## config.mk

```make
export PLATFORM = sky130hd
export DESIGN_NAME = tank_level_pump_controller_core
export DESIGN_NICKNAME = d
export VERILOG_FILES = /design/src/sv/tlpc_pkg.sv /design/src/sv/tlpc_ctrl.sv /design/src/sv/tlpc_datapath.sv /design/src/sv/tank_level_pump_controller_core.sv
export SDC_FILE = /design/constraint.sdc
export NUM_CORES = 2
export LEC_CHECK = 0
export BUFFER_PORTS_ARGS = -buffer_cell sky130_fd_sc_hd__buf_2
export CAP_MARGIN = 20
export CORE_UTILIZATION = 65
export CTS_CLUSTER_DIAMETER = 80
export CTS_CLUSTER_SIZE = 10
export DETAILED_ROUTE_END_ITERATION = 8
export PLACE_DENSITY_LB_ADDON = 0.15
export SYNTH_ARGS = -nofsm -noshare
export SYNTH_HDL_FRONTEND = slang
export SYNTH_SLANG_ARGS = --single-unit
```

## constraint.sdc

```tcl
create_clock -name clk -period 17.02 [get_ports clk]
set_clock_uncertainty 0.15 [all_clocks]
set_input_delay 0.851 -clock clk [delete_from_list [all_inputs] [get_ports clk]]
set_output_delay 0.851 -clock clk [all_outputs]
set_load 0.01 [all_outputs]
```

## src/sv/tlpc_pkg.sv

```systemverilog
// ============================================================================
// tlpc_pkg
// Types, codes and fixed-point constants of the tank level pump controller.
// ============================================================================
`default_nettype none

package tlpc_pkg;

    // ------------------------------------------------------------------------
    // Payload types
    // ------------------------------------------------------------------------
    typedef struct packed {
        logic [2:0]  operation;
        logic [14:0] echo_time;
        logic        set_value;
    } req_t;

    typedef struct packed {
        logic [6:0] level_percent;
        logic       pump_on;
        logic       automatic_mode;
        logic [4:0] led_bar;
        logic       buzzer;
        logic       level_updated;
    } rsp_t;

    typedef struct packed {
        logic [6:0]  pump_start_level;
        logic [6:0]  pump_stop_level;
        logic [8:0]  filter_gain;
        logic [15:0] min_valid_distance;
        logic [15:0] max_valid_distance;
    } cfg_t;

    // ------------------------------------------------------------------------
    // Operation codes
    // ------------------------------------------------------------------------
    localparam logic [2:0] OP_ECHO            = 3'd0;
    localparam logic [2:0] OP_MODE_BUTTON     = 3'd1;
    localparam logic [2:0] OP_PUMP_ON_BUTTON  = 3'd2;
    localparam logic [2:0] OP_PUMP_OFF_BUTTON = 3'd3;
    localparam logic [2:0] OP_REMOTE_MODE     = 3'd4;
    localparam logic [2:0] OP_REMOTE_PUMP     = 3'd5;

    // ------------------------------------------------------------------------
    // Configuration register indexes and reset values
    // ------------------------------------------------------------------------
    localparam int CFG_INDEX_W = 3;
    localparam int CFG_DATA_W  = 16;

    localparam logic [CFG_INDEX_W-1:0] CFG_PUMP_START   = 3'd0;
    localparam logic [CFG_INDEX_W-1:0] CFG_PUMP_STOP    = 3'd1;
    localparam logic [CFG_INDEX_W-1:0] CFG_FILTER_GAIN  = 3'd2;
    localparam logic [CFG_INDEX_W-1:0] CFG_MIN_DISTANCE = 3'd3;
    localparam logic [CFG_INDEX_W-1:0] CFG_MAX_DISTANCE = 3'd4;

    localparam cfg_t CFG_RESET = '{
        pump_start_level:   7'd10,
        pump_stop_level:    7'd90,
        filter_gain:        9'd38,
        min_valid_distance: 16'd240,
        max_valid_distance: 16'd2400
    };

    // ------------------------------------------------------------------------
    // Distance: d = floor(t * 343 / 125), exact reciprocal for t < 2^15
    // ------------------------------------------------------------------------
    localparam int                  ECHO_W       = 15;
    localparam int                  DIST_W       = 17;
    localparam int                  DIST_MUL_W   = 33;
    localparam int                  DIST_PROD_W  = ECHO_W + DIST_MUL_W;
    localparam int                  DIST_SHIFT   = 31;
    localparam logic [DIST_MUL_W-1:0] DIST_MUL   = 33'd5892695410;
    localparam logic [DIST_W-1:0]   TIMEOUT_DIST = 17'd1760;
    localparam logic [1:0]          POS_LAST     = 2'd2;

    // ------------------------------------------------------------------------
    // Map: q = floor((x - 20) * 10 / 9), exact reciprocal for x < 2^12
    // ------------------------------------------------------------------------
    localparam int                 X_W         = 12;
    localparam logic [X_W-1:0]     X_NONE      = 12'd110;
    localparam logic [X_W-1:0]     X_FULL      = 12'd20;
    localparam int                 MAP_MUL_W   = 21;
    localparam int                 MAP_PROD_W  = X_W + MAP_MUL_W;
    localparam int                 MAP_SHIFT   = 20;
    localparam logic [MAP_MUL_W-1:0] MAP_MUL   = 21'd1165090;
    localparam int                 Q_W         = 13;

    // ------------------------------------------------------------------------
    // Filter and level
    // ------------------------------------------------------------------------
    localparam int               LEVEL_W     = 7;
    localparam int               GAIN_W      = 9;
    localparam int               SMOOTH_W    = 15;
    localparam int               RAW_G_W     = 16;
    localparam int               DECAY_W     = 24;
    localparam logic [LEVEL_W-1:0] LEVEL_MAX = 7'd100;
    localparam logic [GAIN_W-1:0]  GAIN_MAX  = 9'd256;

    localparam logic [LEVEL_W-1:0] BAR_LEVEL_0 = 7'd5;
    localparam logic [LEVEL_W-1:0] BAR_LEVEL_1 = 7'd25;
    localparam logic [LEVEL_W-1:0] BAR_LEVEL_2 = 7'd50;
    localparam logic [LEVEL_W-1:0] BAR_LEVEL_3 = 7'd75;
    localparam logic [LEVEL_W-1:0] BAR_LEVEL_4 = 7'd95;
    localparam logic [LEVEL_W-1:0] BUZZ_LOW    = 7'd10;
    localparam logic [LEVEL_W-1:0] BUZZ_HIGH   = 7'd90;

    // ------------------------------------------------------------------------
    // Sequencer
    // ------------------------------------------------------------------------
    typedef enum logic [3:0] {
        ST_IDLE,
        ST_EXEC,
        ST_DIST,
        ST_MED,
        ST_ACC,
        ST_AVG,
        ST_MAP,
        ST_FILT_A,
        ST_FILT_B,
        ST_LEVEL,
        ST_EMIT
    } state_t;

    typedef struct packed {
        logic load_req;
        logic exec_op;
        logic conv;
        logic med;
        logic acc;
        logic avg;
        logic map;
        logic filt_a;
        logic filt_b;
        logic level;
        logic emit;
    } dp_cmd_t;

    typedef struct packed {
        logic req_echo;
        logic third;
        logic round_end;
        logic acc_last;
        logic out_free;
    } dp_status_t;

endpackage

`default_nettype wire

```

## src/sv/tlpc_ctrl.sv

```systemverilog
// ============================================================================
// tlpc_ctrl
// Sequencer: steps the datapath through one transaction at a time.
// ============================================================================
`default_nettype none

module tlpc_ctrl
    import tlpc_pkg::*;
(
    input  wire logic       clk,
    input  wire logic       rst_n,
    input  wire logic       req_valid,
    output logic            req_ready,
    input  wire dp_status_t status,
    output dp_cmd_t         cmd
);

    state_t state_reg;
    state_t state_next;

    always_ff @(posedge clk or negedge rst_n)
    begin
        if (!rst_n)
        begin
            state_reg <= ST_IDLE;
        end
        else
        begin
            state_reg <= state_next;
        end
    end

    always_comb
    begin
        state_next = state_reg;
        unique case (state_reg)
            ST_IDLE:
            begin
                if (req_valid)
                begin
                    state_next = status.req_echo ? ST_DIST : ST_EXEC;
                end
            end
            ST_EXEC:   state_next = ST_EMIT;
            ST_DIST:   state_next = status.third ? ST_MED : ST_EMIT;
            ST_MED:    state_next = status.round_end ? ST_ACC : ST_EMIT;
            ST_ACC:    state_next = status.acc_last ? ST_AVG : ST_ACC;
            ST_AVG:    state_next = ST_MAP;
            ST_MAP:    state_next = ST_FILT_A;
            ST_FILT_A: state_next = ST_FILT_B;
            ST_FILT_B: state_next = ST_LEVEL;
            ST_LEVEL:  state_next = ST_EMIT;
            ST_EMIT:
            begin
                if (status.out_free)
                begin
                    state_next = ST_IDLE;
                end
            end
            default:   state_next = ST_IDLE;
        endcase
    end

    always_comb
    begin
        cmd          = '0;
        req_ready    = 1'b0;
        unique case (state_reg)
            ST_IDLE:
            begin
                req_ready    = 1'b1;
                cmd.load_req = req_valid;
            end
            ST_EXEC:   cmd.exec_op = 1'b1;
            ST_DIST:   cmd.conv    = 1'b1;
            ST_MED:    cmd.med     = 1'b1;
            ST_ACC:    cmd.acc     = 1'b1;
            ST_AVG:    cmd.avg     = 1'b1;
            ST_MAP:    cmd.map     = 1'b1;
            ST_FILT_A: cmd.filt_a  = 1'b1;
            ST_FILT_B: cmd.filt_b  = 1'b1;
            ST_LEVEL:  cmd.level   = 1'b1;
            ST_EMIT:   cmd.emit    = status.out_free;
            default:   cmd         = '0;
        endcase
    end

endmodule

`default_nettype wire

```

## src/sv/tlpc_datapath.sv

```systemverilog
// ============================================================================
// tlpc_datapath
// Echo conversion, median, averaging, level filter, pump logic, result register.
// ============================================================================
`default_nettype none

module tlpc_datapath
    import tlpc_pkg::*;
#(
    parameter int SENSOR_COUNT = 3
)
(
    input  wire logic    clk,
    input  wire logic    rst_n,
    input  wire req_t    req,
    input  wire cfg_t    cfg,
    input  wire dp_cmd_t cmd,
    output dp_status_t   status,
    output logic         rsp_valid,
    input  wire logic    rsp_ready,
    output rsp_t         rsp
);

    localparam int SIDX_W = (SENSOR_COUNT > 1) ? $clog2(SENSOR_COUNT) : 1;
    localparam int CNT_W  = $clog2(SENSOR_COUNT + 1);
    localparam int SUM_W  = 16 + $clog2(SENSOR_COUNT);
    localparam int Y_W    = SUM_W - 4;
    localparam int K3     = Y_W + 2;
    localparam int P3_W   = Y_W + K3;
    localparam logic [K3-1:0]     M3        = K3'((2 ** K3 + 2) / 3);
    localparam logic [SIDX_W-1:0] SENS_LAST = SIDX_W'(SENSOR_COUNT - 1);

    req_t                  req_reg;
    logic [DIST_W-1:0]     d_reg;
    logic [DIST_W-1:0]     e0_reg;
    logic [DIST_W-1:0]     e1_reg;
    logic [DIST_W-1:0]     med_chain_reg [SENSOR_COUNT];
    logic [1:0]            pos_reg;
    logic [SIDX_W-1:0]     sens_reg;
    logic [SIDX_W-1:0]     acc_reg;
    logic                  round_end_reg;
    logic [SUM_W-1:0]      sum_reg;
    logic [CNT_W-1:0]      cnt_reg;
    logic [X_W-1:0]        x_reg;
    logic [Q_W-1:0]        q_reg;
    logic                  high_reg;
    logic [RAW_G_W-1:0]    raw_g_reg;
    logic [SMOOTH_W-1:0]   smooth_reg;
    logic [LEVEL_W-1:0]    rounded_reg;
    logic                  mode_reg;
    logic                  pump_reg;
    logic                  updated_reg;
    rsp_t                  rsp_reg;
    logic                  rsp_valid_reg;

    logic [DIST_PROD_W-1:0] dist_prod;
    logic [DIST_W-1:0]      dist_next;
    logic [DIST_W-1:0]      lo_dist;
    logic [DIST_W-1:0]      hi_dist;
    logic [DIST_W-1:0]      mid_dist;
    logic [DIST_W-1:0]      med_next;
    logic                   med_ok;
    logic [Y_W-1:0]         y_val;
    logic [P3_W-1:0]        div3_prod;
    logic [Y_W-1:0]         quot;
    logic [X_W-1:0]         x_next;
    logic [X_W-1:0]         diff;
    logic [MAP_PROD_W-1:0]  map_prod;
    logic [LEVEL_W-1:0]     raw_level;
    logic [GAIN_W-1:0]      gain;
    logic [GAIN_W-1:0]      keep;
    logic [DECAY_W-1:0]     decay;
    logic [SMOOTH_W-1:0]    smooth_next;
    logic [LEVEL_W-1:0]     level_new;
    logic [1:0]             pos_next;
    logic [SIDX_W-1:0]      sens_next;
    logic [SIDX_W-1:0]      acc_next;
    logic [SUM_W-1:0]       sum_next;
    logic [CNT_W-1:0]       cnt_next;
    logic [LEVEL_W-1:0]     rounded_next;
    logic                   mode_next;
    logic                   pump_next;
    logic                   updated_next;
    logic                   rsp_valid_next;
    rsp_t                   rsp_next;

    // ------------------------------------------------------------------------
    // Arithmetic
    // ------------------------------------------------------------------------
    assign dist_prod = DIST_PROD_W'(req_reg.echo_time) * DIST_PROD_W'(DIST_MUL);
    assign dist_next = (req_reg.echo_time == '0) ? TIMEOUT_DIST
                                                 : dist_prod[DIST_SHIFT +: DIST_W];

    assign lo_dist  = (e0_reg < e1_reg) ? e0_reg : e1_reg;
    assign hi_dist  = (e0_reg < e1_reg) ? e1_reg : e0_reg;
    assign mid_dist = (hi_dist < d_reg) ? hi_dist : d_reg;
    assign med_next = (lo_dist > mid_dist) ? lo_dist : mid_dist;

    assign med_ok = (med_chain_reg[0] >= DIST_W'(cfg.min_valid_distance))
                 && (med_chain_reg[0] <= DIST_W'(cfg.max_valid_distance));

    assign y_val     = sum_reg[SUM_W-1:4];
    assign div3_prod = P3_W'(y_val) * P3_W'(M3);

    always_comb
    begin
        unique case (3'(cnt_reg))
            3'd1:    quot = y_val;
            3'd2:    quot = y_val >> 1;
            3'd3:    quot = div3_prod[K3 +: Y_W];
            3'd4:    quot = y_val >> 2;
            default: quot = '0;
        endcase
    end

    assign x_next   = (cnt_reg == '0) ? X_NONE : quot[X_W-1:0];
    assign diff     = x_reg - X_FULL;
    assign map_prod = MAP_PROD_W'(diff) * MAP_PROD_W'(MAP_MUL);

    assign raw_level = high_reg                       ? LEVEL_MAX :
                       (q_reg >= Q_W'(LEVEL_MAX))     ? '0        :
                                                        LEVEL_MAX - q_reg[LEVEL_W-1:0];

    assign gain  = (cfg.filter_gain > GAIN_MAX) ? GAIN_MAX : cfg.filter_gain;
    assign keep  = GAIN_MAX - gain;
    assign decay = DECAY_W'(smooth_reg) * DECAY_W'(keep) + DECAY_W'(128);
    assign smooth_next = SMOOTH_W'(17'(raw_g_reg) + 17'(decay[DECAY_W-1:8]));

    assign level_new = LEVEL_W'((16'(smooth_reg) + 16'd128) >> 8);

    // ------------------------------------------------------------------------
    // State update
    // ------------------------------------------------------------------------
    always_comb
    begin
        pos_next       = pos_reg;
        sens_next      = sens_reg;
        acc_next       = acc_reg;
        sum_next       = sum_reg;
        cnt_next       = cnt_reg;
        rounded_next   = rounded_reg;
        mode_next      = mode_reg;
        pump_next      = pump_reg;
        updated_next   = updated_reg;

        if (cmd.load_req)
        begin
            updated_next = 1'b0;
        end

        if (cmd.conv)
        begin
            if (pos_reg == POS_LAST)
            begin
                pos_next  = '0;
                sens_next = (sens_reg == SENS_LAST) ? '0 : sens_reg + SIDX_W'(1);
            end
            else
            begin
                pos_next = pos_reg + 2'd1;
            end
        end

        if (cmd.acc)
        begin
            acc_next = (acc_reg == SENS_LAST) ? '0 : acc_reg + SIDX_W'(1);
            if (med_ok)
            begin
                sum_next = sum_reg + SUM_W'(med_chain_reg[0][15:0]);
                cnt_next = cnt_reg + CNT_W'(1);
            end
        end

        if (cmd.avg)
        begin
            sum_next = '0;
            cnt_next = '0;
        end

        if (cmd.exec_op)
        begin
            unique case (req_reg.operation)
                OP_MODE_BUTTON:
                begin
                    mode_next = !mode_reg;
                    if (!mode_reg && (rounded_reg < cfg.pump_stop_level))
                    begin
                        pump_next = 1'b1;
                    end
                end
                OP_PUMP_ON_BUTTON:
                begin
                    if (!mode_reg)
                    begin
                        pump_next = 1'b1;
                    end
                end
                OP_PUMP_OFF_BUTTON:
                begin
                    if (!mode_reg)
                    begin
                        pump_next = 1'b0;
                    end
                end
                OP_REMOTE_MODE:
                begin
                    mode_next = req_reg.set_value;
                end
                OP_REMOTE_PUMP:
                begin
                    if (!mode_reg)
                    begin
                        pump_next = req_reg.set_value;
                    end
                end
                default:
                begin
                    mode_next = mode_reg;
                end
            endcase
        end

        if (cmd.level)
        begin
            rounded_next = level_new;
            updated_next = 1'b1;
            if (mode_reg)
            begin
                priority if (level_new <= cfg.pump_start_level)
                begin
                    pump_next = 1'b1;
                end
                else if (level_new >= cfg.pump_stop_level)
                begin
                    pump_next = 1'b0;
                end
                else
                begin
                    pump_next = pump_reg;
                end
            end
        end
    end

    // ------------------------------------------------------------------------
    // Result
    // ------------------------------------------------------------------------
    always_comb
    begin
        rsp_next.level_percent  = rounded_reg;
        rsp_next.pump_on        = pump_reg;
        rsp_next.automatic_mode = mode_reg;
        rsp_next.led_bar        = {rounded_reg >= BAR_LEVEL_4,
                                   rounded_reg >= BAR_LEVEL_3,
                                   rounded_reg >= BAR_LEVEL_2,
                                   rounded_reg >= BAR_LEVEL_1,
                                   rounded_reg >= BAR_LEVEL_0};
        rsp_next.buzzer         = (rounded_reg < BUZZ_LOW) || (rounded_reg > BUZZ_HIGH);
        rsp_next.level_updated  = updated_reg;
    end

    always_comb
    begin
        priority if (cmd.emit)
        begin
            rsp_valid_next = 1'b1;
        end
        else if (rsp_ready)
        begin
            rsp_valid_next = 1'b0;
        end
        else
        begin
            rsp_valid_next = rsp_valid_reg;
        end
    end

    // ------------------------------------------------------------------------
    // Registers
    // ------------------------------------------------------------------------
    always_ff @(posedge clk or negedge rst_n)
    begin
        if (!rst_n)
        begin
            pos_reg       <= '0;
            sens_reg      <= '0;
            acc_reg       <= '0;
            round_end_reg <= 1'b0;
            sum_reg       <= '0;
            cnt_reg       <= '0;
            smooth_reg    <= '0;
            rounded_reg   <= '0;
            mode_reg      <= 1'b1;
            pump_reg      <= 1'b0;
            updated_reg   <= 1'b0;
            rsp_valid_reg <= 1'b0;
        end
        else
        begin
            pos_reg       <= pos_next;
            sens_reg      <= sens_next;
            acc_reg       <= acc_next;
            sum_reg       <= sum_next;
            cnt_reg       <= cnt_next;
            rounded_reg   <= rounded_next;
            mode_reg      <= mode_next;
            pump_reg      <= pump_next;
            updated_reg   <= updated_next;
            rsp_valid_reg <= rsp_valid_next;
            if (cmd.conv)
            begin
                round_end_reg <= (pos_reg == POS_LAST) && (sens_reg == SENS_LAST);
            end
            if (cmd.filt_b)
            begin
                smooth_reg <= smooth_next;
            end
        end
    end

    always_ff @(posedge clk)
    begin
        if (cmd.load_req)
        begin
            req_reg <= req;
        end
        if (cmd.conv)
        begin
            d_reg <= dist_next;
            if (pos_reg == 2'd0)
            begin
                e0_reg <= dist_next;
            end
            if (pos_reg == 2'd1)
            begin
                e1_reg <= dist_next;
            end
        end
        if (cmd.med)
        begin
            for (int k = 0; k < SENSOR_COUNT - 1; k++)
            begin
                med_chain_reg[k] <= med_chain_reg[k + 1];
            end
            med_chain_reg[SENSOR_COUNT - 1] <= med_next;
        end
        if (cmd.acc)
        begin
            for (int k = 0; k < SENSOR_COUNT - 1; k++)
            begin
                med_chain_reg[k] <= med_chain_reg[k + 1];
            end
            med_chain_reg[SENSOR_COUNT - 1] <= med_chain_reg[0];
        end
        if (cmd.avg)
        begin
            x_reg <= x_next;
        end
        if (cmd.map)
        begin
            high_reg <= (x_reg <= X_FULL);
            q_reg    <= map_prod[MAP_SHIFT +: Q_W];
        end
        if (cmd.filt_a)
        begin
            raw_g_reg <= RAW_G_W'(raw_level) * RAW_G_W'(gain);
        end
        if (cmd.emit)
        begin
            rsp_reg <= rsp_next;
        end
    end

    assign status.req_echo  = (req.operation == OP_ECHO);
    assign status.third     = (pos_reg == POS_LAST);
    assign status.round_end = round_end_reg;
    assign status.acc_last  = (acc_reg == SENS_LAST);
    assign status.out_free  = !rsp_valid_reg || rsp_ready;

    assign rsp_valid = rsp_valid_reg;
    assign rsp       = rsp_reg;

endmodule

`default_nettype wire

```

## src/sv/tank_level_pump_controller_core.sv

```systemverilog
// ============================================================================
// tank_level_pump_controller_core
// Tank level and pump controller: echo rounds in, level, pump and alarms out.
// ============================================================================
// Usage:
//   req carries one transaction: an echo time or a button / remote event.
//   Echoes arrive three per sensor, sensor after sensor, SENSOR_COUNT sensors
//   per round. Every request transaction yields exactly one rsp transaction.
//   cfg writes one setting register by index; cfg_ready is always high, and
//   writes are to be made by the user only while no transaction is in flight;
//   the block itself has no guard for this.
// Steps from acceptance to next acceptance, ending in the emit step that loads the
//   result register: button / remote events and first two echoes of a sensor:
//   execute or convert; third echo of a sensor: also median; last echo of a round:
//   also median, range check and add per sensor, average, map, two filter
//   multiplies, rounding, hysteresis.
// Reset: mode automatic, pump off, level 0, round restarts, default settings.
// Stall: the result waits in the output register while rsp_ready is low; a new
//   request is accepted meanwhile and the sequencer holds in its last step.
// ============================================================================
`default_nettype none

module tank_level_pump_controller_core
    import tlpc_pkg::*;
#(
    parameter int SENSOR_COUNT = 3
)
(
    input  wire logic                   clk,
    input  wire logic                   rst_n,
    input  wire logic                   req_valid,
    output logic                        req_ready,
    input  wire req_t                   req,
    output logic                        rsp_valid,
    input  wire logic                   rsp_ready,
    output rsp_t                        rsp,
    input  wire logic                   cfg_valid,
    output logic                        cfg_ready,
    input  wire logic [CFG_INDEX_W-1:0] cfg_index,
    input  wire logic [CFG_DATA_W-1:0]  cfg_data
);

    cfg_t       cfg_reg;
    dp_cmd_t    cmd;
    dp_status_t status;

    assign cfg_ready = 1'b1;

    always_ff @(posedge clk or negedge rst_n)
    begin
        if (!rst_n)
        begin
            cfg_reg <= CFG_RESET;
        end
        else if (cfg_valid)
        begin
            unique case (cfg_index)
                CFG_PUMP_START:   cfg_reg.pump_start_level   <= cfg_data[6:0];
                CFG_PUMP_STOP:    cfg_reg.pump_stop_level    <= cfg_data[6:0];
                CFG_FILTER_GAIN:  cfg_reg.filter_gain        <= cfg_data[8:0];
                CFG_MIN_DISTANCE: cfg_reg.min_valid_distance <= cfg_data;
                CFG_MAX_DISTANCE: cfg_reg.max_valid_distance <= cfg_data;
                default:          cfg_reg                    <= cfg_reg;
            endcase
        end
    end

    tlpc_ctrl u_ctrl (
        .clk       (clk),
        .rst_n     (rst_n),
        .req_valid (req_valid),
        .req_ready (req_ready),
        .status    (status),
        .cmd       (cmd)
    );

    tlpc_datapath #(
        .SENSOR_COUNT (SENSOR_COUNT)
    ) u_datapath (
        .clk       (clk),
        .rst_n     (rst_n),
        .req       (req),
        .cfg       (cfg_reg),
        .cmd       (cmd),
        .status    (status),
        .rsp_valid (rsp_valid),
        .rsp_ready (rsp_ready),
        .rsp       (rsp)
    );

`ifndef NO_ASSERTIONS
    a_single_in_flight: assert property (@(posedge clk) disable iff (!rst_n)
        req_valid && req_ready |=> !req_ready)
        else $error("request accepted while another transaction is in flight");

    a_level_range: assert property (@(posedge clk) disable iff (!rst_n)
        rsp_valid |-> rsp.level_percent <= LEVEL_MAX)
        else $error("level above full scale");

    a_bar_thermometer: assert property (@(posedge clk) disable iff (!rst_n)
        rsp_valid |-> (rsp.led_bar == 5'd0 || rsp.led_bar == 5'd1 || rsp.led_bar == 5'd3
                    || rsp.led_bar == 5'd7 || rsp.led_bar == 5'd15 || rsp.led_bar == 5'd31))
        else $error("LED bar is not a thermometer code");

    a_top_bar_buzzer: assert property (@(posedge clk) disable iff (!rst_n)
        rsp_valid && rsp.led_bar[4] |-> rsp.buzzer)
        else $error("top LED lit without high-level buzzer");
`endif

endmodule

`default_nettype wire

```

Yosys cells after proc, flatten, opt, wreduce, memory -nomap -nowiden --
Memory sizes are Yosys's and may differ from the RTL's. Cells that the tools add are included.
Storage, ports and cells: flip-flop bits (word level) 239, bits in writable memories 51, bits of input ports 43, logic and storage cells 190, memories 1
Cells by class: $add $sub $neg 11, multipliers 5, order comparisons 18, equality and inequality tests 29, multiplexer cells 59, bitwise logic cells 3, reduce and logical (&&, ||, !) cells 30
Memory list:
- u_datapath.med_chain_reg | depth 3, width 17, read ports 3, clocked after memory_dff 0, write ports 3, RTL line tlpc_datapath.sv:37 | logic [DIST_W-1:0] med_chain_reg [SENSOR_COUNT];
Operators by type and width (number):
- $mux 17 | 8
- $mux 18 | 3
- $mul 15x32->47 const B | 1
- $pmux 4 s10 | 1
- $pmux 12 s3 | 1
- $lt 17x17->1 | 2
- $mul 12x20->32 const B | 1
- $mux 1 | 30
- $mul 14x14->27 const B | 1
- $add 23x8->23 const B | 1
- $mul 15x9->23 | 1
- $reduce_and 2->1 | 11
- $add 18x16->18 | 1
- $ge 17x16->1 | 1
- $gt 17x17->1 | 1
- $le 17x16->1 | 1
- $eq 4x3->1 const B | 4
- $mux 4 | 4
- $add 15x15->15 | 1
- $add 15x8->15 const B | 1
- $logic_not 15->1 | 1
- $mul 7x9->15 | 1
- $ge 7x7->1 const B | 2
- $mux 2 | 7
- 39 further kinds | 69

Depth between registers and ports, before layout --
word-level depth 7, depth in mapped cells 35

By module --
A second synthesis with hierarchy kept.
Unflattened totals: cell total of the unflattened synthesis 3261, area total of the unflattened synthesis 34603.2 um^2
By module, submodules not included:
- tlpc_datapath | times used 1, cells an instance 3088, area an instance 32117.1 um^2, sequential area each 6672.6 um^2
- tank_level_pump_controller_core | times used 1, cells an instance 122, area an instance 2133.3 um^2, sequential area each 1397.6 um^2
- tlpc_ctrl | times used 1, cells an instance 51, area an instance 352.8 um^2, sequential area each 100.1 um^2

Least setup slack after synthesis --
Ideal clock, no wire load.
path kind reg2reg, start reg cfg_reg[40] in the netlist's numbering, end reg u_datapath.smooth_reg[14], setup time 0.150 ns, data arrival time 8.211 ns, data required time 16.720 ns, path slack 8.510 ns, cell stages (with the launch flop) 35, clock period less this slack 8.510 ns, cell sequence dfrtp_1 -> nor2b_1 -> clkbuf_1 -> or3_1 -> or3_1 -> nor3_1 -> xnor2_1 -> clkbuf_1 -> nand2_1 -> fa_1 -> fa_1 -> inv_1 -> fa_1 -> fa_1 -> ha_1 -> ha_1 -> and3_1 -> or4b_1 -> o211a_1 -> nand3_1 -> nand2_1 -> and2_1 -> o21a_1 -> nor2_1 -> xnor2_1 -> ha_1 -> and3_1 -> a21oi_1 -> o311ai_1 -> a31o_1 -> a21oi_1 -> xnor2_1 -> xnor2_1 -> mux2i_1 -> a21oi_1
On the way: longest elaborated chain between the ends 6
Ends and longest elaborated chain:
- from (decl) | RTL line tank_level_pump_controller_core.sv:43 | cfg_t cfg_reg;
- from (signal assigned) | RTL line tank_level_pump_controller_core.sv:63 | default: cfg_reg <= cfg_reg;
- $gt 9x9->1 | RTL line tlpc_datapath.sv:124 | assign gain = (cfg.filter_gain > GAIN_MAX) ? GAIN_MAX : cfg.filter_gain;
- $mux 9 (*) | RTL line tlpc_datapath.sv:124
- $sub 9x9->9 (*) | RTL line tlpc_datapath.sv:125 | assign keep = GAIN_MAX - gain;
- $mul 15x9->23 (*) | RTL line tlpc_datapath.sv:126 | assign decay = DECAY_W'(smooth_reg) * DECAY_W'(keep) + DECAY_W'(128);
- $add 23x8->23 (*) | RTL line tlpc_datapath.sv:126
- $add 15x15->15 (*) | RTL line tlpc_datapath.sv:127 | assign smooth_next = SMOOTH_W'(17'(raw_g_reg) + 17'(decay[DECAY_W-1:8]));
- to (signal assigned) | RTL line tlpc_datapath.sv:316 | smooth_reg <= smooth_next;
- to (decl) | RTL line tlpc_datapath.sv:48 | logic [SMOOTH_W-1:0] smooth_reg;
Mark *: on every way between the ends. The rest lies on a longest branch, timed or not. A chain may end at the register's enable or synchronous reset.

Final worst setup path --
Same ends and word-level chain as after synthesis.

==> impl_metrics.csv <==
group,metric,value,unit
worst_setup_path,critPathKind,"flop to flop",
worst_setup_path,cp_slowest_cell,"dfrtp_1",
clock_tree,numCtsBuffers,37,
die,core_area,51800,um2
finish,syn_to_final_growth,6.52,%
logic_synthesis,synthFlopType,"edfxtp_1",
worst_setup_path,start_kind,"flop",
timing,min_period,9.38,ns
global_route,grt_first_pass_wirelength,131000,um
logic_synthesis,netlist_instances,3317,
global_route,top_usage_layer,"met2",
worst_setup_path,worst-endpoint-arrival,9.65,ns
timing,setup_viol,0,
die,start_util,66.3,%
logic_synthesis,muxShareOfSynthArea,2.67,%
finish,largest_reg_flops,55,
clock_tree,holdBufCountCts,0,
timing,hold_violations,0,
place,hpwl,66100,um
logic_synthesis,synthAdderAreaFrac,44.4,%
finish,diodes,0,
clock_tree,cts_max_path_buffers,3,
timing,fmax,0.107,GHz
routing,wl,80200,um
worst_setup_path,end_kind,"flop",
logic_synthesis,synth.largest_area_cell,"fa_1",
global_route,gr-usage-met1,41.6,%
logic_synthesis,synth_compound_area_share,8.96,%
clock_tree,cts_resized,0,
routing,ant_nets,0,
logic_synthesis,avgSynthCellArea,10.4,um2
timing,tns,0,ns
die,fp.dieH,232,um
logic_synthesis,synthTopCellsByCount,"628 x inv_1, 558 x ha_1, 413 x fa_1, 250 x nand2_1, 178 x edfxtp_1",
run_status,status,"completed",
clock_tree,clk_latency,0.55,ns
global_route,grt-ovfl-total,0,
logic_synthesis,synth-simple-area-share,9.47,%
worst_setup_path,regToRegStartpoint,"cfg_reg[40]",
worst_setup_path,cp_data_required_time,17.28,ns
routing,first_pass_iters,5,
global_route,grt_max_degree,60,
die,io_pins,62,
timing,slew_headroom,25.5,%
timing,worstMarginPinSlew,1.12,ns
place,port_buffers,60,
timing,rsz0062_at_grt,"false",
clock_tree,cts.root.buffer_cell,"clkbuf_16",
routing,dr_total_vias,23900,
clock_tree,clock-sinks,290,
clock_tree,cts_tree,"built",
die,row_count,83,
logic_synthesis,ys_seq_area_share,23.8,%
clock_tree,cts_setup_buffers,0,
finish,drive_above_1_share,6.54,%
global_route,antenna_found_initial,1,
die,dieWidth,232,um
routing,wl_per_cell,19.7,um
logic_synthesis,synth_top_family_by_area,"adder cells",
logic_synthesis,synth_area,34400,um2
place,gp_congestion,0.975,
logic_synthesis,synth_top_area_share,24.1,%
logic_synthesis,synth_edf_count,178,
job,maxCapViolations,0,
clock_tree,cts.clk_slew.worst_paths,0.06,ns
clock_tree,htreeDepth,2,
routing,drt_iter0_drc,1602,
timing,setup_ws,7.64,ns
logic_synthesis,netlist_top_cells_area,"fa_1 24%, ha_1 20%, edfxtp_1 16%",
logic_synthesis,yosysWarnings,0,
logic_synthesis,yosysMostFrequentCell,"inv_1",
global_route,track_usage,31.2,%
timing,period_share,55.1,%
finish,final_nets,4380,
logic_synthesis,synth_fp_nets,4331,
global_route,grt_pass1_vias,25500,
worst_setup_path,crit_start,"cfg_reg[40]",
min_path,worstHoldPathType,"primary input to asynchronous set/reset pin",
worst_setup_path,cp_max_fo,18,
logic_synthesis,synth_xor_area_share,3.03,%
worst_setup_path,max_stage_delay,0.69,ns
logic_synthesis,synth_seq_cells,290,
global_route,grt_use_met2,52.6,%
global_route,grt_util_met3,4.73,%
logic_synthesis,async_reset_ff_share,38.6,%
logic_synthesis,synthDistinctLibCells,83,
place,place_ws,7.36,ns
timing,slew_viol_final,0,
die,dieArea,53800,um2
routing,vias_per_cell,5.86,
routing,remaining_drc_errors,0,
## cells in the final DEF, fill, tap and decap left out, types with 40 or more instances in the layout
master	synthesis	layout
a21o_1	52	52
a21oi_1	130	130
and2_1	80	80
buf_2	3	59
dfrtp_1	94	94
edfxtp_1	178	178
fa_1	413	413
ha_1	558	558
inv_1	628	628
mux2_2	54	54
nand2_1	250	250
nor2_1	115	114
o21ai_0	123	123
xnor2_1	79	79
xor2_1	40	40
## per-layer routing
| layer | vias to the layer above | share of wire, % |
|---|---|---|
| met5 | - | 0 |
| met4 | 0 | 3.2 |
| met3 | 173 | 5.9 |
| met2 | 712 | 48 |
| met1 | 11900 | 43 |
| li1 | 11100 | - |
## worst max-delay path: cells and delay by family (launching register included)
family | cells | cell delay, ns
AO/OA/AOI/OAI | 8 | 1.85
XOR/XNOR | 3 | 0.46
adder cells (fa/ha/maj) | 8 | 3.19
buffers and inverters | 2 | 0.20
flip-flops | 1 | 0.69
multiplexers | 1 | 0.23
AND/OR/NAND/NOR | 12 | 2.43
## cells by family after synthesis
kind of cell | Yosys count
flops | 290
fa+ha+maj | 971
xor+xnor | 119
compound gates | 482
simple gates | 667
mux | 85
buf+inv | 702
other cells | 1
## worst paths after layout
path,slack (ns),depth (start not counted),end
min,0.23,1,u_datapath.sum_reg[15]
min reg2reg,0.26,0,u_datapath.med_chain_reg[0][8]
min in group clk,0.26,0,u_datapath.med_chain_reg[0][8]
max,7.64,34,u_datapath.smooth_reg[14]
max in group asynchronous,15.12,2,u_datapath.smooth_reg[12]
max reg2reg,7.64,34,u_datapath.smooth_reg[14]
## metrics by stage
stage,instance area (um2),hold slack [ns],utilization (%),cells
2_1_floorplan,34400,0.250,-,3317
3_3_place_gp,35400,0.251,68.3,4002
3_5_place_dp,35400,0.255,68.3,4002
4_1_cts,36500,0.251,70.5,4070
5_1_grt,36600,0.262,70.6,4075
6_report,36600,0.234,70.6,4075
## area by class of cell
| type | instances | area, um2 |
|---|---|---|
| flip-flops and latches | 290 | 8170 |
| repair buffers | 83 | 495 |
| fillers | 3878 | 15200 |
| clock inverters | 6 | 88.8 |
| inverters | 629 | 2360 |
| multi-input cells | 2325 | 23600 |
| well taps | 680 | 851 |
| clock buffers | 62 | 1060 |
Power is left out: the tool's default activity adds up to more than one toggle a clock period on the data nets, which glitch-free logic cannot reach.
